## src/kte_pkg.sv

```systemverilog
// ----------------------------------------------------------------------------
// kte_pkg - shared types, constants and tables of the tilt estimator
// widths, calibration matrix, cordic angle table and helper types
// ----------------------------------------------------------------------------
package kte_pkg;

    localparam int NUM_AXES_DEF     = 3;
    localparam int CORDIC_STEPS_DEF = 16;
    localparam int TABLE_LEN        = 24;
    localparam int NUM_REGS         = 7;

    localparam logic [2:0] REG_PROCESS_NOISE  = 3'd0;
    localparam logic [2:0] REG_MEAS_NOISE     = 3'd1;
    localparam logic [2:0] REG_INIT_COV       = 3'd2;
    localparam logic [2:0] REG_INIT_Z         = 3'd3;
    localparam logic [2:0] REG_OFFSET_X       = 3'd4;
    localparam logic [2:0] REG_OFFSET_Y       = 3'd5;
    localparam logic [2:0] REG_OFFSET_Z       = 3'd6;

    localparam logic [15:0] RST_PROCESS_NOISE = 16'd26;
    localparam logic [15:0] RST_MEAS_NOISE    = 16'd512;
    localparam logic [15:0] RST_INIT_COV      = 16'd512;
    localparam logic [15:0] RST_INIT_Z        = 16'd1000;
    localparam logic [15:0] RST_OFFSET_X      = 16'd35;
    localparam logic [15:0] RST_OFFSET_Y      = 16'd27;
    localparam logic [15:0] RST_OFFSET_Z      = 16'hFF29;

    localparam logic signed [23:0] EST_MAX = 24'sh7FFFFF;
    localparam logic signed [23:0] EST_MIN = 24'sh800000;

    // lane command from the top level
    typedef struct packed {
        logic        start;
        logic [15:0] gain;
    } lane_cmd_t;

    // calibration matrix, scaled by 2^20, indexed [row j][column i]
    function automatic logic signed [21:0] cal_coef(input logic [1:0] j,
                                                    input logic [1:0] i);
        logic signed [21:0] c;
        c = '0;
        case ({j, i})
            4'b0000: c = 22'sd1046957;
            4'b0001: c = -22'sd19562;
            4'b0010: c = -22'sd33;
            4'b0100: c = -22'sd33037;
            4'b0101: c = 22'sd1074001;
            4'b0110: c = -22'sd4705;
            4'b1000: c = -22'sd6634;
            4'b1001: c = -22'sd1221;
            4'b1010: c = 22'sd1034431;
            default: c = '0;
        endcase
        return c;
    endfunction

    function automatic logic [29:0] atan_entry(input logic [4:0] i);
        logic [29:0] a;
        a = '0;
        case (i)
            5'd0:  a = 30'd294912000;
            5'd1:  a = 30'd174096719;
            5'd2:  a = 30'd91987925;
            5'd3:  a = 30'd46694507;
            5'd4:  a = 30'd23437865;
            5'd5:  a = 30'd11730358;
            5'd6:  a = 30'd5866610;
            5'd7:  a = 30'd2933484;
            5'd8:  a = 30'd1466764;
            5'd9:  a = 30'd733385;
            5'd10: a = 30'd366693;
            5'd11: a = 30'd183346;
            5'd12: a = 30'd91673;
            5'd13: a = 30'd45837;
            5'd14: a = 30'd22918;
            5'd15: a = 30'd11459;
            5'd16: a = 30'd5730;
            5'd17: a = 30'd2865;
            5'd18: a = 30'd1432;
            5'd19: a = 30'd716;
            5'd20: a = 30'd358;
            5'd21: a = 30'd179;
            5'd22: a = 30'd90;
            5'd23: a = 30'd45;
            default: a = '0;
        endcase
        return a;
    endfunction

endpackage

```

## src/kte_cordic.sv

```systemverilog
// ----------------------------------------------------------------------------
// kte_cordic - iterative vectoring cordic, atan2 in centidegrees
// one micro-rotation per cycle
// ----------------------------------------------------------------------------
module kte_cordic
#(
    parameter int CORDIC_STEPS = kte_pkg::CORDIC_STEPS_DEF
)
(
    input  logic               clk,
    input  logic               rst_n,
    input  logic               start,
    input  logic signed [31:0] y_in,
    input  logic signed [31:0] x_in,
    output logic               done,
    output logic signed [15:0] angle
);

    localparam int STEPS = (CORDIC_STEPS < kte_pkg::TABLE_LEN) ?
                           CORDIC_STEPS : kte_pkg::TABLE_LEN;

    logic               busy_reg;
    logic [4:0]         i_reg;
    logic signed [44:0] x_reg, y_reg;
    logic signed [35:0] z_reg;
    logic signed [15:0] base_reg;
    logic               zero_reg;
    logic signed [44:0] xs, ys, x0, y0;
    logic signed [36:0] zr;
    logic signed [20:0] fin;

    assign xs = x_reg >>> i_reg;
    assign ys = y_reg >>> i_reg;
    assign x0 = x_in[31] ? -(45'(x_in) <<< 8) : (45'(x_in) <<< 8);
    assign y0 = x_in[31] ? -(45'(y_in) <<< 8) : (45'(y_in) <<< 8);
    assign zr = (37'(z_reg) + 37'sd32768) >>> 16;
    assign fin = 21'(base_reg) + 21'(zr);

    always_ff @(posedge clk or negedge rst_n)
    begin
        if (!rst_n)
        begin
            busy_reg <= 1'b0;
            done     <= 1'b0;
        end
        else
        begin
            done <= 1'b0;
            if (start)
                busy_reg <= 1'b1;
            else if (busy_reg && i_reg == 5'(STEPS - 1))
            begin
                busy_reg <= 1'b0;
                done     <= 1'b1;
            end
        end
    end

    always_ff @(posedge clk)
    begin
        if (start)
        begin
            i_reg    <= '0;
            zero_reg <= (x_in == '0) && (y_in == '0);
            base_reg <= x_in[31] ? (y_in[31] ? -16'sd18000 : 16'sd18000) : 16'sd0;
            x_reg    <= x0;
            y_reg    <= y0;
            z_reg    <= '0;
        end
        else if (busy_reg)
        begin
            i_reg <= i_reg + 5'd1;
            if (!y_reg[44])
            begin
                x_reg <= x_reg + ys;
                y_reg <= y_reg - xs;
                z_reg <= z_reg + 36'(kte_pkg::atan_entry(i_reg));
            end
            else
            begin
                x_reg <= x_reg - ys;
                y_reg <= y_reg + xs;
                z_reg <= z_reg - 36'(kte_pkg::atan_entry(i_reg));
            end
        end
    end

    always_comb
    begin
        if (zero_reg)
            angle = '0;
        else if (fin > 21'sd18000)
            angle = 16'sd18000;
        else if (fin < -21'sd18000)
            angle = -16'sd18000;
        else
            angle = fin[15:0];
    end

endmodule

```

## config.mk

```make
export PLATFORM = sky130hd
export DESIGN_NAME = kte_cordic
export DESIGN_NICKNAME = d
export VERILOG_FILES = /design/src/kte_pkg.sv /design/src/kte_cordic.sv
export SDC_FILE = /design/constraint.sdc
export NUM_CORES = 1
export LEC_CHECK = 0
export BUFFER_PORTS_ARGS = -buffer_cell sky130_fd_sc_hd__buf_2
export CORE_UTILIZATION = 35
export CTS_BUF_LIST = sky130_fd_sc_hd__clkbuf_2
export CTS_CLUSTER_DIAMETER = 150
export CTS_CLUSTER_SIZE = 14
export DETAILED_ROUTE_END_ITERATION = 8
export PLACE_DENSITY_LB_ADDON = 0.05
export SLEW_MARGIN = 20
export SYNTH_ARGS = -nofsm -noshare
export SYNTH_HDL_FRONTEND = slang
export SYNTH_SLANG_ARGS = --single-unit
```

## constraint.sdc

```tcl
create_clock -name clk -period 7.2 [get_ports clk]
set_input_delay 1.44 -clock clk [delete_from_list [all_inputs] [get_ports clk]]
set_output_delay 1.44 -clock clk [all_outputs]
set_load 0.05 [all_outputs]
```

* Word-level counts from Yosys, hierarchy flattened
Memory sizes are Yosys's and may differ from the RTL's. A register that Yosys moved wholly into a read port is not among the register bits. Index checks and enable logic that the tools add are counted.
Word-level totals: bits in registers 150, bits in latches 0, memory bits (writable) 0, ROM bits 1856, output and inout port bits 17, logic and storage cells 59, memories kept 2
Memories:
- (name not given) | words 32, bits a word 29, read ports 1, clocked after Yosys merged registers in 1, wr ports 0, line kte_pkg.sv:60 | case (i)
- (name not given) | words 32, bits a word 29, read ports 1, clocked after Yosys merged registers in 1, wr ports 0, line kte_pkg.sv:60
Operators by class: $add $sub $neg 11, multiply operators 0, divide/modulo/power cells 0, order comparisons 2, equal/unequal tests 1, shift-type cells 2, mux-type cells 27, bitwise gates (word level) 0, reduce and logical (&&, ||, !) cells 6
Operators with widths (count):
- 45-bit 2-to-1 mux | 8
- 30-bit 2-to-1 mux | 6
- 45-bit adder | 2
- 40-bit negation with 45-bit output | 2
- 45-bit by 5-bit >>> shifter with 45-bit output | 2
- 45-bit subtractor | 2
- 32-bit zero test | 2
- 16-bit 2-to-1 mux | 4
- 36-bit by 17-bit adder with 37-bit output, second input constant | 1
- 36-bit by 30-bit adder with 36-bit output | 1
- 36-bit 2-to-1 mux | 1
- 36-bit by 30-bit subtractor with 36-bit output | 1
- 16-bit by 21-bit adder with 21-bit output | 1
- 21-bit by 16-bit greater-than comparator with 1-bit output, second input constant | 1
- 21-bit by 16-bit less-than comparator with 1-bit output, second input constant | 1
- 5-bit 2-to-1 mux | 4
- 5-bit by 1-bit adder with 5-bit output, second input constant | 1
- 5-bit by 4-bit == test with 1-bit output, second input constant | 1
- 1-bit 2-to-1 mux | 4
- 2-bit nonzero test | 2
- 1-bit logical AND | 2

* Longest topological paths before layout
depth after elaboration 6, mapped depth 29

* Least setup slack after synthesis
OpenSTA, ideal clock, no wires.
path kind register to output, start reg z_reg[18], end out angle[1], arrival 4879 ps, data required time 5760 ps, path slack 881 ps, stages on the path, launching flop included 18, cells stage by stage dfxtp_1 and3_1 and4_1 nand2_1 xnor2_1 ha_1 nor2b_1 o21a_1 o21ai_0 nand2b_1 a211oi_1 a2111oi_0 o41ai_1 o211ai_1 o31ai_1 nand2b_1 clkbuf_1 nor3b_1
Between the ends: cells in the longest elaborated chain, start to end 6, elaborated cells on any way between the ends 7, those cells by class 2 x add/sub; 2 x order compare; 3 x mux
Ends and longest elaborated chain:
- from (decl) | line kte_cordic.sv:25 | logic signed [35:0] z_reg;
- from (signal assigned) | line kte_cordic.sv:77 | z_reg <= z_reg + 36'(kte_pkg::atan_entry(i_reg));
- from (signal assigned) | line kte_cordic.sv:83 | z_reg <= z_reg - 36'(kte_pkg::atan_entry(i_reg));
- 36-bit by 17-bit adder with 37-bit output (*) | line kte_cordic.sv:36 | assign zr = (37'(z_reg) + 37'sd32768) >>> 16;
- 16-bit by 21-bit adder with 21-bit output (*) | line kte_cordic.sv:37 | assign fin = 21'(base_reg) + 21'(zr);
- 21-bit by 16-bit less-than comparator with 1-bit output | line kte_cordic.sv:94 | else if (fin < -21'sd18000)
- 16-bit 2-to-1 mux | line kte_cordic.sv:94
- 16-bit 2-to-1 mux (*) | line kte_cordic.sv:92 | else if (fin > 21'sd18000)
- 16-bit 2-to-1 mux (*) | line kte_cordic.sv:90 | if (zero_reg)
- to (decl) | line kte_cordic.sv:16 | output logic signed [15:0] angle
Mark *: on every way between the ends. The rest lies on a longest branch, timed or not.

* Final worst setup path
start reg i_reg[1], end reg y_reg[43] (data pin)
Between the ends: cells in the longest elaborated chain, start to end 5, elaborated cells on any way between the ends 6, those cells by class 2 x add/sub; 1 x shift; 3 x mux
Ends and longest elaborated chain:
- from (decl) | line kte_cordic.sv:23 | logic [4:0] i_reg;
- from (signal assigned) | line kte_cordic.sv:72 | i_reg <= i_reg + 5'd1;
- 45-bit by 5-bit >>> shifter with 45-bit output (*) | line kte_cordic.sv:32 | assign xs = x_reg >>> i_reg;
- 45-bit subtractor or 45-bit adder (tied branches) | line kte_cordic.sv:76, kte_cordic.sv:82
- 45-bit 2-to-1 mux (*) | line kte_cordic.sv:73 | if (!y_reg[44])
- 45-bit 2-to-1 mux (*) | line kte_cordic.sv:70 | else if (busy_reg)
- 45-bit 2-to-1 mux (*) | line kte_cordic.sv:61 | if (start)
- to (signal assigned) | line kte_cordic.sv:67 | y_reg <= y0;
- to (signal assigned) | line kte_cordic.sv:76 | y_reg <= y_reg - xs;
- to (signal assigned) | line kte_cordic.sv:82 | y_reg <= y_reg + xs;
- to (decl) | line kte_cordic.sv:24 | logic signed [44:0] x_reg, y_reg;
Mark *: on every way between the ends. The rest lies on a longest branch, timed or not. The select of a mux whose other input is x is not followed. A chain may end at the register's enable or synchronous reset.

==> results.py <==
metrics = {
    "sta": {
        "hold_viol_final": 0,
        "clock_skew_ns": 0.08769,
        "setup-violations-final": 0,
        "worst_slack_ns": 0.3304,
        "fin_crit_ns": 6.870,
        "worstMarginPinSlew_ns": 0.9953,
        "slew_viol_final": 0,
        "clock.fmax_mhz": 145.6,
        "period_share_pct": 95.41,
        "relSlewSlack_pct": 33.25,
    },
    "die": {
        "die_area_um2": 73570,
        "die_x_um": 271.2,
        "die_h_um": 271.2,
        "fp-row-count": 98,
        "initial_core_util_pct": 35.43,
        "io_pins": 84,
        "coreArea_um2": 71610,
    },
    "synthesis": {
        "synthDominantCellAreaShare_pct": 13.05,
        "synth_ff_type": "edfxtp_1",
        "syn-num-nets": 3248,
        "yosysWarnings": 0,
        "yosys.area.top_type": "mux4_2",
        "syn_area_um2": 25370,
        "synth_cell_types": 94,
        "avgSynthCellArea_um2": 8.423,
        "async_reset_ff_share_pct": 1.205,
        "ys_ff_latch": 166,
        "yosysSeqAreaShare_pct": 16.85,
        "synth_area_leaders": "mux4_2 13%, edfxtp_1 11%, ha_1 8.1%, xnor2_1 7.2%, dfxtp_1 5.5%",
        "synth_edf_count": 94,
        "synthCells": 3012,
    },
    "final_layout": {
        "final_nets": 3311,
        "layout_common_cells": "282 x nor2_1, 249 x nand2_1, 249 x a21oi_1",
        "area_delta_synth_final_pct": 9.493,
        "mostFrequentLayoutCell": "nor2_1",
        "drive_above_1_share_pct": 16.84,
    },
    "global_route": {
        "grt_pass1_wl_um": 148300,
        "grt_pass1_vias": 23040,
        "antenna_found_initial": 3,
        "gr-total-overflow": 0,
        "grt_max_degree": 76,
        "grtUsageTotal_pct": 26.18,
    },
    "clock_network": {
        "cts_max_level": 4,
        "cts_tree": "yes",
        "numCtsBuffers": 17,
        "clk_latency_ns": 1.15,
        "path_clk_slew_ns": 0.40,
        "clock-sinks": 166,
        "clock_path_buffers": 2,
        "cts_root_buf": "clkbuf_2",
    },
    "status": {
        "status": "complete, no violations",
    },
    "setup_path": {
        "endpoint_kind": "flop",
        "crit_arrival_ns": 7.81,
        "critPathRequiredTime_ns": 8.14,
        "start_kind": "flop",
        "path_class": "reg2reg",
        "worstPathMaxFanout": 15,
    },
    "routing": {
        "drc": 0,
        "avgRoutedWirePerCell_um": 24.17,
        "drt_wl_total_um": 97630,
        "ant_nets": 0,
        "vias": 24360,
        "drtIter0Drc": 2131,
        "vias_per_cell": 6.031,
        "drtPass1Iterations": 6,
    },
    "job": {
        "max_cap_violations": 0,
    },
    "placement": {
        "place_ws_ns": 0.1136,
        "port-buffer-count": 83,
        "globalplace.congestion": 0.9348,
        "hpwl_um": 75050,
    },
    "hold_path": {
        "worstHoldPathType": "reg2reg",
    },
}
final timing paths:
path,depth (start not counted),slack (ns),startpoint,to
worst max-delay path,27,0.33,i_reg[1],y_reg[43]
worst min-delay path,2,0.50,z_reg[9],z_reg[9]
worst max register to register,27,0.33,i_reg[1],y_reg[43]
worst min register to register,2,0.50,z_reg[9],z_reg[9]
max in group asynchronous,2,6.49,rst_n,busy_reg
min in group asynchronous,2,0.58,rst_n,done
synthesized netlist by cell type, types with 37 or more instances:
cell type,n
buf_2,37
o21ai_0,189
mux4_2,147
dfxtp_1,70
edfxtp_1,94
nor3_1,64
xnor2_1,208
mux2_2,44
ha_1,165
nor2_1,283
a31oi_1,37
clkbuf_1,80
mux2i_1,115
a21o_1,69
nand3_1,61
a21oi_1,249
nand2_1,249
inv_1,93
xor2_1,95
routing by layer:
metal	GRT usage [%]	up-vias	wire length [um]
met5	0	-	0
met4	6.402	0	2040
met3	3.786	95	5885
met2	39.39	854	42160
met1	38.92	11920	47550
li1	-	11490	-
critical path, stage by stage (launching register included):
cell and delay, ns:
dfxtp_4 0.53, buf_12 0.15, buf_4 0.25, mux4_2 0.53, mux2_2 0.29, mux4_2 0.54, a211oi_2 0.27, nor4bb_1 0.27
buf_4 0.19, and2b_1 0.17, buf_4 0.14, and4_1 0.31, a21oi_1 0.12, xnor2_1 0.15, ha_1 0.30, nand4_1 0.21
nor4_2 0.26, nand2_1 0.08, a21oi_1 0.31, nor3_1 0.12, buf_4 0.16, o41ai_1 0.32, buf_4 0.19, a221oi_1 0.09
buf_4 0.16, a31o_2 0.25, xor2_1 0.13, o21ai_0 0.16
logic make-up after synthesis:
group	Yosys count	share of synthesized area, %
buf+inv	274	4.843
simple gates	931	17.79
xor+xnor	303	10.46
mux	310	19.95
fa+ha+maj	169	8.453
compound gates	859	21.65
flops	166	16.85
through the flow:
| step | hold WS (ns) | setup TNS, ns | util [%] | cells | area [um^2] |
|---|---|---|---|---|---|
| 2_1_floorplan | 0.4452 | 0 | - | 3012 | 25370 |
| 3_3_place_gp | 0.4674 | 0 | 37.94 | 3987 | 27170 |
| 3_5_place_dp | 0.4710 | 0 | 37.94 | 3987 | 27170 |
| 4_1_cts | 0.4068 | 0 | 38.44 | 4022 | 27530 |
| 5_1_grt | 0.4571 | -0.01443 | 38.79 | 4039 | 27780 |
| 6_report | 0.4953 | 0 | 38.79 | 4040 | 27780 |
what timing repair did:
action | CTS | global route
resized for setup | 15 | 20
pin swaps | 0 | 5
hold buffers | 1 | 0
setup buffers | 2 | 17
endpoints found under the setup margin | 16 | 21
hold endpoints to repair | 2 | 0
final cells by class:
cell class / count / area, um^2
diodes: 2 / 5.005
clock buffers: 17 / 85.08
clock inverters: 15 / 176.4
fillers: 7344 / 43830
inverters: 97 / 366.6
multi-input cells: 2572 / 19980
flip-flops and latches: 166 / 4304
well taps: 950 / 1189
repair buffers: 221 / 1669
Power is not shown: default switching activity piles up to over one toggle a cycle in this logic, so the estimate is an artifact.
