**config.mk**
```make
export PLATFORM = sky130hd
export DESIGN_NAME = kte_gain_div
export DESIGN_NICKNAME = d
export VERILOG_FILES = /design/src/kte_gain_div.sv
export SDC_FILE = /design/constraint.sdc
export NUM_CORES = 1
export LEC_CHECK = 0
export BUFFER_PORTS_ARGS = -buffer_cell sky130_fd_sc_hd__buf_4
export CORE_ASPECT_RATIO = 0.5
export CORE_UTILIZATION = 39
export CTS_CLUSTER_DIAMETER = 200
export DETAILED_ROUTE_END_ITERATION = 16
export GPL_TIMING_DRIVEN = 0
export PLACE_DENSITY = 0.63
export SETUP_SLACK_MARGIN = 0.02
export SLEW_MARGIN = 20
export SYNTH_ARGS = -nofsm -noshare
export SYNTH_HDL_FRONTEND = slang
export SYNTH_SLANG_ARGS = --single-unit
```
**constraint.sdc**
```tcl
create_clock -name clk -period 4 [get_ports clk]
set_clock_uncertainty 0.05 [all_clocks]
set_input_delay 0.6 -clock clk [delete_from_list [all_inputs] [get_ports clk]]
set_output_delay 0.6 -clock clk [all_outputs]
set_load 0.03 [all_outputs]
```
**src/kte_gain_div.sv**
```systemverilog
// ----------------------------------------------------------------------------
// kte_gain_div - restoring divider for the kalman gain
// k = (p' << 16) / (p' + r), one quotient bit per cycle, saturated
// ----------------------------------------------------------------------------
module kte_gain_div
(
    input  logic        clk,
    input  logic        rst_n,
    input  logic        start,
    input  logic [24:0] pp,
    input  logic [25:0] den,
    output logic        done,
    output logic [15:0] gain
);

    logic [4:0]  cnt_reg,  cnt_next;
    logic        busy_reg, busy_next;
    logic        done_reg, done_next;
    logic [25:0] rem_reg,  rem_next;
    logic [16:0] quo_reg,  quo_next;
    logic [25:0] den_reg,  den_next;
    logic        zero_reg, zero_next;
    logic [26:0] trial;

    always_comb
    begin
        busy_next = busy_reg;
        cnt_next  = cnt_reg;
        rem_next  = rem_reg;
        quo_next  = quo_reg;
        den_next  = den_reg;
        zero_next = zero_reg;
        done_next = 1'b0;
        trial     = '0;
        if (start)
        begin
            busy_next = 1'b1;
            cnt_next  = 5'd0;
            // pp <= den, so the integer quotient bit is 0 or 1
            den_next  = den;
            zero_next = (den == '0);
            if ({1'b0, pp} >= den && den != '0)
            begin
                rem_next = {1'b0, pp} - den;
                quo_next = 17'd1;
            end
            else
            begin
                rem_next = {1'b0, pp};
                quo_next = '0;
            end
        end
        else if (busy_reg)
        begin
            trial = {rem_reg, 1'b0};
            if (trial >= {1'b0, den_reg})
            begin
                rem_next = 26'(trial - {1'b0, den_reg});
                quo_next = {quo_reg[15:0], 1'b1};
            end
            else
            begin
                rem_next = trial[25:0];
                quo_next = {quo_reg[15:0], 1'b0};
            end
            cnt_next = cnt_reg + 5'd1;
            if (cnt_reg == 5'd15)
            begin
                busy_next = 1'b0;
                done_next = 1'b1;
            end
        end
    end

    // done is high once the last quotient bit is registered
    assign done = done_reg;

    always_comb
    begin
        if (zero_reg)
            gain = '0;
        else if (quo_reg[16])
            gain = 16'hFFFF;
        else
            gain = quo_reg[15:0];
    end

    always_ff @(posedge clk or negedge rst_n)
    begin
        if (!rst_n)
        begin
            busy_reg <= 1'b0;
            done_reg <= 1'b0;
            cnt_reg  <= '0;
        end
        else
        begin
            busy_reg <= busy_next;
            done_reg <= done_next;
            cnt_reg  <= cnt_next;
        end
    end

    always_ff @(posedge clk)
    begin
        rem_reg  <= rem_next;
        quo_reg  <= quo_next;
        den_reg  <= den_next;
        zero_reg <= zero_next;
    end

endmodule

```
### Word-level counts from Yosys, hierarchy flattened

Index checks and enable logic that the tools add are counted.

| word-level totals | value |
|---|---|
| logic and storage cells | 35 |
| input bits | 54 |
| register bits | 77 |
| output and inout port bits | 17 |

| cells by class | value |
|---|---|
| multiplexer cells | 18 |
| magnitude comparators | 2 |
| eq/ne operators | 1 |
| add/sub/neg operators | 3 |
| reduce and logical (&&, ||, !) cells | 4 |

Operator list:

| kind | count |
|---|---|
| 2-to-1 mux 26 bit | 4 |
| 2-to-1 mux 17 bit | 2 |
| 2-to-1 mux 16 bit | 2 |
| greater-or-equal comparator 27 x 26 -> 1 bit | 1 |
| greater-or-equal comparator 25 x 26 -> 1 bit | 1 |
| zero test 26 bit | 1 |
| nonzero test 26 bit | 1 |
| subtractor 25 x 26 -> 26 bit | 1 |
| subtractor 26 bit | 1 |
| 2-to-1 mux 5 bit | 2 |
| 2-to-1 mux 1 bit | 8 |
| adder 5 x 1 -> 5 bit (second input constant) | 1 |
| equality test 5 x 4 -> 1 bit (second input constant) | 1 |
| nonzero test 2 bit | 1 |
| logical AND 1 bit | 1 |

### Depth between registers and ports, before layout

Gate-level depths: netlist of the first run.

| depth | value |
|---|---|
| depth after elaboration | 4 |
| mapped depth | 14 |
| gate-level depth less buffers | 12 |

### Worst setup path after synthesis of the first run

OpenSTA, ideal clock, no wires.

| timing path | value |
|---|---|
| kind | input to register |
| start point | input port pp[0] |
| end point | register rem_reg[16] (data pin) |
| path slack | 720 ps |
| buffers on the path | 1 |
| data arrival time | 2,971 ps |
| data required time | 3,690 ps |
| library setup time | 260 ps |
| stages on the path | 13 |
| cell sequence | inv_1 > ha_1 > fa_1 > nor2b_1 > o31ai_1 > a211oi_1 > o21ai_0 > a21oi_1 > nand4_1 > a31oi_1 > buf_4 > mux2_2 > mux2_2 |

| between the ends | value |
|---|---|
| word-level cells in the longest chain between the ends | 4 |
| elaborated cells between the ends (all ways) | 5 |
| those cells by class | 1 x add/sub; 1 x order compare; 2 x mux; 1 x reduce/logical |

Ends and longest elaborated chain:

| element | RTL line | text |
|---|---|---|
| start, declared | 10 | `input logic [24:0] pp,` |
| greater-or-equal comparator 25 x 26 -> 1 bit | 42 | `if ({1'b0, pp} >= den && den != '0)` |
| logical AND 1 bit | 42 |  |
| 2-to-1 mux 26 bit * | 42 |  |
| 2-to-1 mux 26 bit * | 35 | `if (start)` |
| net rem_next[16] | 19 | `logic [25:0] rem_reg, rem_next;` |
| end signal, assigned | 106 | `rem_reg <= rem_next;` |
| end, declared | 19 |  |

The timed path passes the listed nets; every way through them passes the cells marked *.
A chain may end at the register's enable or synchronous reset.

### Worst setup path in the final report of the first run

| timing path | value |
|---|---|
| start point | input port pp[0] |
| end point | register rem_reg[9] (data pin) |

Same word-level chain as after synthesis.

==> reports/qor.yml, run 1 <==
synth_cell_types: 59
grt_pass1_wl_microns: 27800
cts_tree: "built"
antenna_cells: 0
die_x_microns: 183
swShare_pct: 40.3
setup_viol: 0
clock_latency_ps: 330
routedWlPerCell_microns: 17.5
tns_ps: 0
drtIter0Drc: 529
core_sq_mm: 0.0157
p_clk_share_pct: 20.3
drive_gt1_share_pct: 13.6
antenna_found_initial: 0
min_path_type: "input port to async pin"
fin_hold_ws_ps: 20.0
synth_top_family_by_area: "compound AO/OA/AOI/OAI gates"
max_clock_freq_mhz: 267
vias: 5539
syn_inst: 708
syn2layout_area_growth_pct: 18.4
globalRouteOverflowTotal: 0
async_flop_share_pct: 9.09
num-nets-final: 899
rsz0062_at_grt: "false"
arrival_ps: 3760
finalPower_mw: 4.54
timing.final.crit_share_pct: 93.8
synth-compound-area-share_pct: 18.4
drt_pass1_iterations: 5
io_buffers: 70
place.gp.congestion: 0.935
met1_usage_pct: 33.7
h-tree-depth: 3
ant_nets: 0
cts_buffer_depth: 2
grt_usage_pct: 21.5
drv_cap: 0
cts_root_buf: "clkbuf_16"
finalMaxSlewViolations: 0
crit_required_ps: 4010
leakage_nw: 3.37
synth-seq-cells: 77
yosysWarnings: 0
busiest_layer: "met1"
path_max_fanout: 10
grt_pass1_vias: 5138
max_slew_margin_pct: 47.6
comb_power_share_pct: 53.1
dieArea_sq_mm: 0.0169
chipHeight_microns: 92.5
ys.flop_type: "edfxtp_1"
synth-simple-area-share_pct: 16.5
p_switching_mw: 1.83
grt_use_met2_pct: 30.9
cts.clk_slew.worst_paths_ps: 60
path_class: "input port to register"
endpoint_kind: "register"
dp.cells: 1000
row_count: 32
grt_max_degree: 31
drt-vias-per-instance: 5.45
period_minus_slack_ps: 3750
synth-edff-count: 70
synth_fa_ha_area_share_pct: 11.0
synth_xor_area_share_pct: 5.62
hold_violations: 0
cts_buffers: 9
crit_path_start_kind: "input port"
yosysMostFrequentCell: "nor2_1"
pwr-share-seq_pct: 26.6
yosys.area.top_type: "edfxtp_1"
synth_mux_area_share_pct: 7.11
syn_area_per_cell_sq_um: 9.02
p_per_area_mw_per_mm2: 601
status: "completed"
initial_utilization_pct: 40.7
synth_seq_area_share_pct: 35.7
synthTopCellsByArea: "edfxtp_1 (33%), ha_1 (10%), mux2i_1 (6.6%)"
hpwlAfterDp_microns: 14100
intPower_mw: 2.71
cts_sinks: 77
final_util_pct: 48.2
ys_top_cells_by_count: "nor2_1 (75), edfxtp_1 (70), inv_1 (67)"
stdcell_count: 1016
worstMarginPinSlew_ps: 786
synth_area_sq_mm: 0.00638
use_met3_pct: 3.11
totalWireLength_microns: 17700
syn_nets: 817
route.detailed.drc: 0
peakVddDrop_mv: 0.314
pin_count: 71
synth.top_cell.area_share_pct: 32.9
==> worst max-delay path, cell delays in order <==
cell and delay (ps):
buf_4 80, inv_1 40, ha_1 220, fa_1 420, nor2b_1 210, o31ai_1 150
a211oi_1 300, o21ai_0 210, a21oi_1 200, nand4_1 110, a31oi_1 140, buf_4 230
clkbuf_4 320, mux2i_1 400, a21oi_1 120
==> power groups by stage <==
stage | logic (mW) | clock network, mW | registers (mW)
5_1_grt | 2.65 | 0.973 | 1.23
6_report | 2.41 | 0.924 | 1.21
2_1_floorplan | 1.78 | 0 | 1.19
3_5_place_dp | 2.34 | 0 | 1.22
4_1_cts | 2.36 | 0.939 | 1.20
3_3_place_gp | 2.33 | 0 | 1.22
==> cell families (layout without fill, tap and decap cells) <==
logic type	after synthesis	count (layout)
flip-flops	77	77
buffers and inverters	90	177
XOR/XNOR	41	41
multiplexers	45	45
AND/OR/NAND/NOR	218	218
adder cells (fa/ha/maj)	55	55
AO/OA/AOI/OAI	182	182
==> routing by layer <==
metal / part of all wire, % / vias to the layer above / wire, microns
li1: - / 2725 / -
met1: 54 / 2612 / 9570
met2: 39 / 187 / 6990
met3: 5.9 / 15 / 1050
met4: 0.82 / 0 / 145
met5: 0 / - / 0
==> cell usage in the layout, fill, tap and decap left out, types with 12 or more instances in the layout <==
master    instances
inv_1            67
nor3_1           12
buf_4            72
a211oi_1         19
nand3_1          21
o21ai_0          31
edfxtp_1         70
clkbuf_1         14
nor2b_1          25
a21oi_1          53
a21o_1           20
xor2_1           15
xnor2_1          26
nand2_1          37
mux2i_1          39
ha_1             53
nor2_1           75
==> layout make-up <==
| cell class | count | area (sq um) |
|---|---|---|
| Multi-Input combinational cell | 541 | 3760 |
| Tap cell | 221 | 277 |
| Fill cell | 1529 | 8130 |
| Clock buffer | 10 | 229 |
| Timing Repair Buffer | 71 | 546 |
| Inverter | 67 | 251 |
| Clock inverter | 6 | 110 |
| Buffer | 23 | 110 |
| Sequential cell | 77 | 2280 |
==> stage by stage <==
step | instance area, sq um | worst slack (ps)
floorplan | 6380 | 720
global placement | 7190 | -152
detailed placement | 7210 | -146
CTS | 7550 | 184
global route | 7560 | 68.6
finish | 7560 | 248
==> final timing paths <==
check                            start           to  slack [ps]  cells after the start
max reg2reg                rem_reg[15]  rem_reg[19]         440                     12
min reg2reg                 cnt_reg[3]   cnt_reg[3]         500                      2
min in group clk                den[2]   den_reg[2]         410                      1
min                              rst_n     busy_reg          20                      1
max                              pp[0]   rem_reg[9]         250                     15
max in group asynchronous        rst_n   cnt_reg[1]        3760                      1
==> timing repair <==
| action | 4_1_cts | 5_1_grt |
|---|---|---|
| gates resized for setup | 0 | 4 |
| hold buffers | 0 | 0 |
| buffers inserted | 0 | 0 |
| endpoints found under the setup margin | 0 | 4 |
Power figures use the tool's default switching activity.
==> run 2, diff against run 1 <==
==> constraint.sdc (replaced) <==
create_clock -name clk -period 4 [get_ports clk]
set_clock_uncertainty 0.05 [all_clocks]
set_input_delay 1.2 -clock clk [delete_from_list [all_inputs] [get_ports clk]]
set_output_delay 1.2 -clock clk [all_outputs]
set_load 0.03 [all_outputs]
==> run 2 against run 1 <==
  * Utilization up 0.86 points
  * Global-route usage is 0.11 points higher
  * Cell area up 1.8%
  * Wire length increased by 0.26%
  * Maximum frequency decreased by 2.9%
  * Cell count grew 0.30%
  * Count of clock-buffer cells in the layout is the same
  * Sequential power hardly changed
  * Total power is 0.69% higher
  * Hold slack better by 480 ps
  * Critical path depth decreased by 1
  * Largest cell class unchanged
==> reports/qor.yml, run 2 (synthesis gave the netlist of run 1 again) <==
max_clock_freq_mhz: 259  # -2.9%
rsz0062_at_grt: "false"
peakVddDrop_mv: 0.315  # +0.11%
status: "completed"
core_sq_mm: 0.0157  # unchanged
hold_violations: 0  # unchanged
globalRouteOverflowTotal: 0  # unchanged
period_minus_slack_ps: 3860  # +111 ps
leakage_nw: 3.41  # +1.0%
reg2reg_slack_ps: 470  # +30 ps
regToRegStartpoint: "rem_reg[15]"
grt_pass1_vias: 5185  # +0.91%
ant_nets: 0  # unchanged
rr_endpoint: "rem_reg[19]"
fin_hold_ws_ps: 497  # +477 ps
cts.clk_slew.worst_paths_ps: 60  # about the same
crit_path_start_kind: "input port"
cts_root_buf: "clkbuf_16"
arrival_ps: 3870  # +110 ps
die_x_microns: 183  # unchanged
max_slew_margin_pct: 48.3  # +0.68 points
clock_latency_ps: 330  # about the same
num-nets-final: 902  # +0.33%
initial_utilization_pct: 40.7  # unchanged
intPower_mw: 2.73  # +0.76%
min_path_type: "register to register"
finalMaxSlewViolations: 0  # unchanged
comb_power_share_pct: 53.4  # +0.3 points
dpl_cell_area_sq_mm: 0.00721  # unchanged
io_buffers: 70  # unchanged
cpLargestDelayFamily: "compound AO/OA/AOI/OAI gates"
cts_buffer_depth: 2  # unchanged
antenna_cells: 0  # unchanged
endpoint_kind: "register"
p_per_area_mw_per_mm2: 594  # -1.1%
h-tree-depth: 3  # unchanged
grt_pass1_wl_microns: 28000  # +0.57%
place.gp.congestion: 0.935  # unchanged
crit_required_ps: 4000  # about the same
syn2layout_area_growth_pct: 20.6
p_switching_mw: 1.84  # +0.58%
cts_tree: "built"
worstMarginPinSlew_ps: 775  # -10.2 ps
p_clk_share_pct: 20.2  # about the same
holdPathStages: 2
vias: 5544  # +0.090%
worstHoldEndpoint: "cnt_reg[3]"
chipHeight_microns: 92.5  # unchanged
drt_pass1_iterations: 5  # unchanged
route.detailed.drc: 0  # unchanged
dieArea_sq_mm: 0.0169  # unchanged
drv_cap: 0  # unchanged
final_util_pct: 49.0  # +0.86 points
timing.final.crit_share_pct: 96.6  # +2.8 points
crit_path_cell_trace: "buf_4, ha_1, fa_2, nor2b_2, o31ai_1, a211oi_2, o21ai_2, a21oi_1, nand4_1, a31oi_1, buf_4, buf_4, mux2i_1, a21oi_1"
setup_viol: 0  # unchanged
drive_gt1_share_pct: 15.8  # +2.2 points
path_max_fanout: 7  # -3
crit_slowest_cell: "fa_2"
drt-vias-per-instance: 5.44  # -0.20%
mostFrequentLayoutCells: "nor2_1 (75), buf_4 (75), edfxtp_1 (70)"
pwr-share-seq_pct: 26.4  # -0.2 points
grt_usage_pct: 21.7  # +0.11 points
crit_path_frequent_cell: "buf_4"
path_class: "input port to register"
swShare_pct: 40.2  # -0.043 points
slowest_delay_ps: 370  # -50 ps
totalWireLength_microns: 17800  # +0.26%
cts_sinks: 77  # unchanged
r2r_cells: 12  # unchanged
fin_area_sq_mm: 0.00770  # +1.8%
hpwlAfterDp_microns: 14100  # unchanged
finalPower_mw: 4.57  # +0.69%
grt_max_degree: 31  # unchanged
pin_count: 71  # unchanged
cts_buffers: 9  # unchanged
row_count: 32  # unchanged
hp-start: "cnt_reg[3]"
drtIter0Drc: 563  # +6.4%
path_buf_inv: 3  # -1
antenna_found_initial: 0  # unchanged
routedWlPerCell_microns: 17.5  # about the same
## run 2: how the worst max path moves through the flow
stage               startpoint          end  cells past startpoint
global route             pp[0]  rem_reg[16]                     14
CTS                     den[0]  rem_reg[16]                     13
finish                  den[0]   rem_reg[3]                     14
floorplan                pp[0]  rem_reg[16]                     13
detailed placement      den[0]  rem_reg[17]                     14
global placement        den[0]  rem_reg[17]                     14
## run 2: power groups by stage
stage               Combinational (mW)  Clock, mW  Sequential [mW]
global route                      2.69      0.974             1.23
detailed placement                2.34          0             1.22
CTS                               2.38      0.939             1.20
finish                            2.44      0.923             1.21
global placement                  2.33          0             1.22
floorplan                         1.78          0             1.19
## run 2: cell type report
class                   instances  area [sq um]
clock inverters                 6           110
plain buffers                  23           129
flip-flops and latches         77          2280
inverters                      67           251
well taps                     221           277
fillers                      1505          8000
clock buffers                  10           229
multi-input cells             541          3860
repair buffers                 74           568
## run 2: metal layers
layer | vias to the layer above | routed length [microns] | track usage, %
li1 | 2737 | - | -
met1 | 2614 | 9490 | 33.8
met2 | 177 | 7000 | 30.8
met3 | 16 | 1130 | 3.54
met4 | 0 | 172 | 4.65
met5 | - | 0 | 0
## run 2: metrics by stage
stage	setup TNS (ps)	cells	setup slack (ps)
floorplan	0	708	120
global placement	-30370	999	-752
detailed placement	-12690	1000	-746
CTS	0	1019	50.5
global route	0	1019	28.3
finish	0	1019	137
## run 2: worst min-delay path: stages (launching register included)
cell and delay, ps:
dfrtp_1 360, xor2_1 80, nor2_1 70
## run 2: what timing repair did
action	4_1_cts	5_1_grt
gates cloned	0	0
endpoints found under the hold margin	0	0
pin swaps	1	1
setup buffers	3	0
endpoints found under the setup margin	20	22
resized for setup	20	10
hold buffers	0	0
==> run 3, diff against run 2 <==
--- a/config.mk
+++ b/config.mk
@@ -5,13 +5,14 @@
 export SDC_FILE = /design/constraint.sdc
 export NUM_CORES = 1
 export LEC_CHECK = 0
+export ABC_AREA = 1
 export BUFFER_PORTS_ARGS = -buffer_cell sky130_fd_sc_hd__buf_4
 export CORE_ASPECT_RATIO = 0.5
 export CORE_UTILIZATION = 39
 export CTS_CLUSTER_DIAMETER = 200
 export DETAILED_ROUTE_END_ITERATION = 16
 export GPL_TIMING_DRIVEN = 0
-export PLACE_DENSITY = 0.63
+export PLACE_DENSITY = 0.62
 export SETUP_SLACK_MARGIN = 0.02
 export SLEW_MARGIN = 20
 export SYNTH_ARGS = -nofsm -noshare
==> run 3 against run 2 <==
  * Critical path depth shrank 1
  * Global-route usage up 2.5 points
  * Clock power down 3.4%
  * Hold slack got worse by 11 ps
  * Synthesized cell count grew 68%
  * First-iteration DRC count is 5.7% lower
  * Wire length up 33%
  * Die area is 19% higher
==> reports/qor.yml, run 3 <==
syn_inst: 1189  # +68%
status: "completed"
drive_gt1_share_pct: 9.40  # -6.4 points
rr_endpoint: "rem_reg[8]"
ys_top_cells_by_count: "nand2_1 (401), inv_1 (247), nand3_1 (117)"
syn_nets: 1298  # +59%
final_common_cell: "nand2_1"
ant_nets: 0  # unchanged
met2_length_microns: 9820  # +40%
synth_seq_area_share_pct: 29.8  # -5.8 points
drt_pass1_iterations: 7  # +2
die_x_microns: 200  # +9.2%
syn_area_per_cell_sq_um: 6.42  # -29%
ctsHoldBuffers: 0  # unchanged
initial_utilization_pct: 40.6  # -0.041 points
path_max_fanout: 6  # -1
grt_max_degree: 30  # -3.2%
stdcell_count: 1535  # +51%
drt-vias-per-instance: 4.95  # -8.9%
h-tree-depth: 3  # unchanged
hp-start: "cnt_reg[4]"
vias: 7604  # +37%
synth_cell_types: 41  # -31%
r2r_cells: 12  # unchanged
cts_buffers: 9  # unchanged
seqCellArea_sq_mm: 0.00228  # unchanged
mostFrequentLayoutCells: "nand2_1 (400), inv_1 (247), nand3_1 (117)"
syn2layout_area_growth_pct: 15.7
timing.final.crit_share_pct: 83.7  # -13 points
setup_viol: 0  # unchanged
synth-seq-cells: 77  # unchanged
leakage_nw: 4.77  # +40%
globalRouteOverflowTotal: 0  # unchanged
hpwlAfterDp_microns: 19800  # +41%
yosysWarnings: 0  # unchanged
min_path_type: "register to register"
cts.clk_slew.worst_paths_ps: 60  # about the same
yosysMostFrequentCell: "nand2_1"
grt_usage_pct: 24.2  # +2.5 points
cts_resized: 0  # -100%
wl_met3_microns: 1480  # +31%
setup_ws_ps: 652  # +515 ps
endpoint_kind: "register"
finalMaxSlewViolations: 0  # unchanged
reg2reg_slack_ps: 1380  # +910 ps
routedWlPerCell_microns: 15.4  # -12%
top_layer: "met4"
route.detailed.drc: 0  # unchanged
worstMarginPinSlew_ps: 628  # -147 ps
max_clock_freq_mhz: 299  # +15%
ys.flop_type: "edfxtp_1"
arrival_ps: 3500  # -370 ps
multiInputGateArea_sq_mm: 0.00429  # +11%
holdPathStages: 2  # unchanged
tns_ps: 0  # unchanged
row_count: 35  # +9.4%
dp_slack_ps: 355  # +1100 ps
synth_area_sq_mm: 0.00763  # +20%
period_minus_slack_ps: 3350  # -515 ps
synthTopCellsByArea: "edfxtp_1 (28%), nand2_1 (20%), inv_1 (12%)"
path_class: "input port to register"
drv_cap: 0  # unchanged
hold_violations: 0  # unchanged
crit_path_start_kind: "input port"
antenna_found_initial: 0  # unchanged
max_slew_margin_pct: 58.1  # +9.8 points
cts_sinks: 77  # unchanged
place.gp.congestion: 0.975  # +4.3%
synth.top_cell.area_share_pct: 27.5  # -5.4 points
cts_buffer_depth: 2  # unchanged
clock_latency_ps: 350  # +20 ps
postCtsSetupBuffers: 0  # -3
grt_pass1_vias: 7157  # +38%
crit_required_ps: 4150  # +150 ps
synth-edff-count: 70  # unchanged
fill_cells: 1995  # +33%
num-nets-final: 1380  # +53%
worstHoldEndpoint: "cnt_reg[4]"
rsz0062_at_grt: "false"
io_buffers: 70  # unchanged
yosys.area.top_type: "edfxtp_1"
grt_pass1_wl_microns: 37000  # +32%
regToRegStartpoint: "rem_reg[13]"
antenna_cells: 0  # unchanged
cts_root_buf: "clkbuf_16"
p_per_area_mw_per_mm2: 536  # -9.8%
pin_count: 71  # unchanged
m1WireLength_microns: 12000  # +27%
async_flop_share_pct: 9.09  # unchanged
cts_tree: "built"
peakVddDrop_mv: 0.188  # -40%
core_sq_mm: 0.0188  # +20%
chipHeight_microns: 101  # +9.1%
dieArea_sq_mm: 0.0202  # +19%
totalWireLength_microns: 23600  # +33%
drtIter0Drc: 531  # -5.7%
dp.cells: 1519  # +52%
==> run 3: cell count changes after synthesis, moves of 19 or more <==
| cell | delta |
|---|---|
| a211oi_1 | -19 |
| a21o_1 | -20 |
| inv_1 | +180 |
| mux2i_1 | -42 |
| nand2_1 | +363 |
| nand3_1 | +96 |
| nor2b_1 | -25 |
==> run 3: logic make-up after synthesis <==
kind of cell,synth area share [%]
flops,29.8
fa+ha+maj,9.21
compound gates,6.87
buf+inv,14.0
xor+xnor,2.29
simple gates,37.8
==> run 3: worst max path at each step <==
| stage | slack [ps] | end | from |
|---|---|---|---|
| after floorplan | 1000 | rem_reg[14] | pp[0] |
| after global placement | -150 | rem_reg[15] | start |
| after detailed placement | 360 | rem_reg[25] | pp[0] |
| after CTS | 720 | rem_reg[25] | pp[0] |
| after global routing | 550 | rem_reg[25] | pp[0] |
| final | 650 | rem_reg[25] | pp[0] |
==> run 3: metrics by stage <==
stage | power (mW) | hold slack [ps] | utilization (%) | cell area, sq um
detailed placement | 3.80 | 474 | 45.3 | 8510
CTS | 4.71 | 491 | 47.0 | 8830
finish | 4.73 | 486 | 47.0 | 8830
global route | 5.13 | 525 | 47.0 | 8830
global placement | 3.78 | 461 | 45.2 | 8480
floorplan | 3.11 | 444 | - | 7630
==> run 3: worst max-delay path, cell delays in order <==
cell,delay (ps)
buf_4,80
inv_1,40
ha_1,230
fa_1,440
inv_1,130
nand3_1,90
nand3_1,200
nand3b_1,160
nand2_4,160
nand3_1,300
inv_1,120
nand3_1,200
nand2_1,130
==> run 3: layout make-up <==
cell class                 instances  share of cell area, %
sequential                        77                   25.8
timing repair buffer              71                   6.18
clock inverter                     6                   1.06
tap                              259                   3.67
multi-input combinational        842                   48.6
clock buffer                      10                   2.59
buffer                            20                   1.46
inverter                         250                   10.7
==> run 3: per-layer routing <==
layer	global-route usage, %	vias to the layer above
met5	0	-
met4	5.40	0
met3	2.81	18
met2	37.6	236
met1	35.8	3444
li1	-	3906
==> run 3: report_power, final <==
part           leakage, nW  switching (mW)  internal (mW)
registers            0.840          0.0949           1.10
clock network        0.154           0.340          0.552
logic                 3.77            1.72          0.929
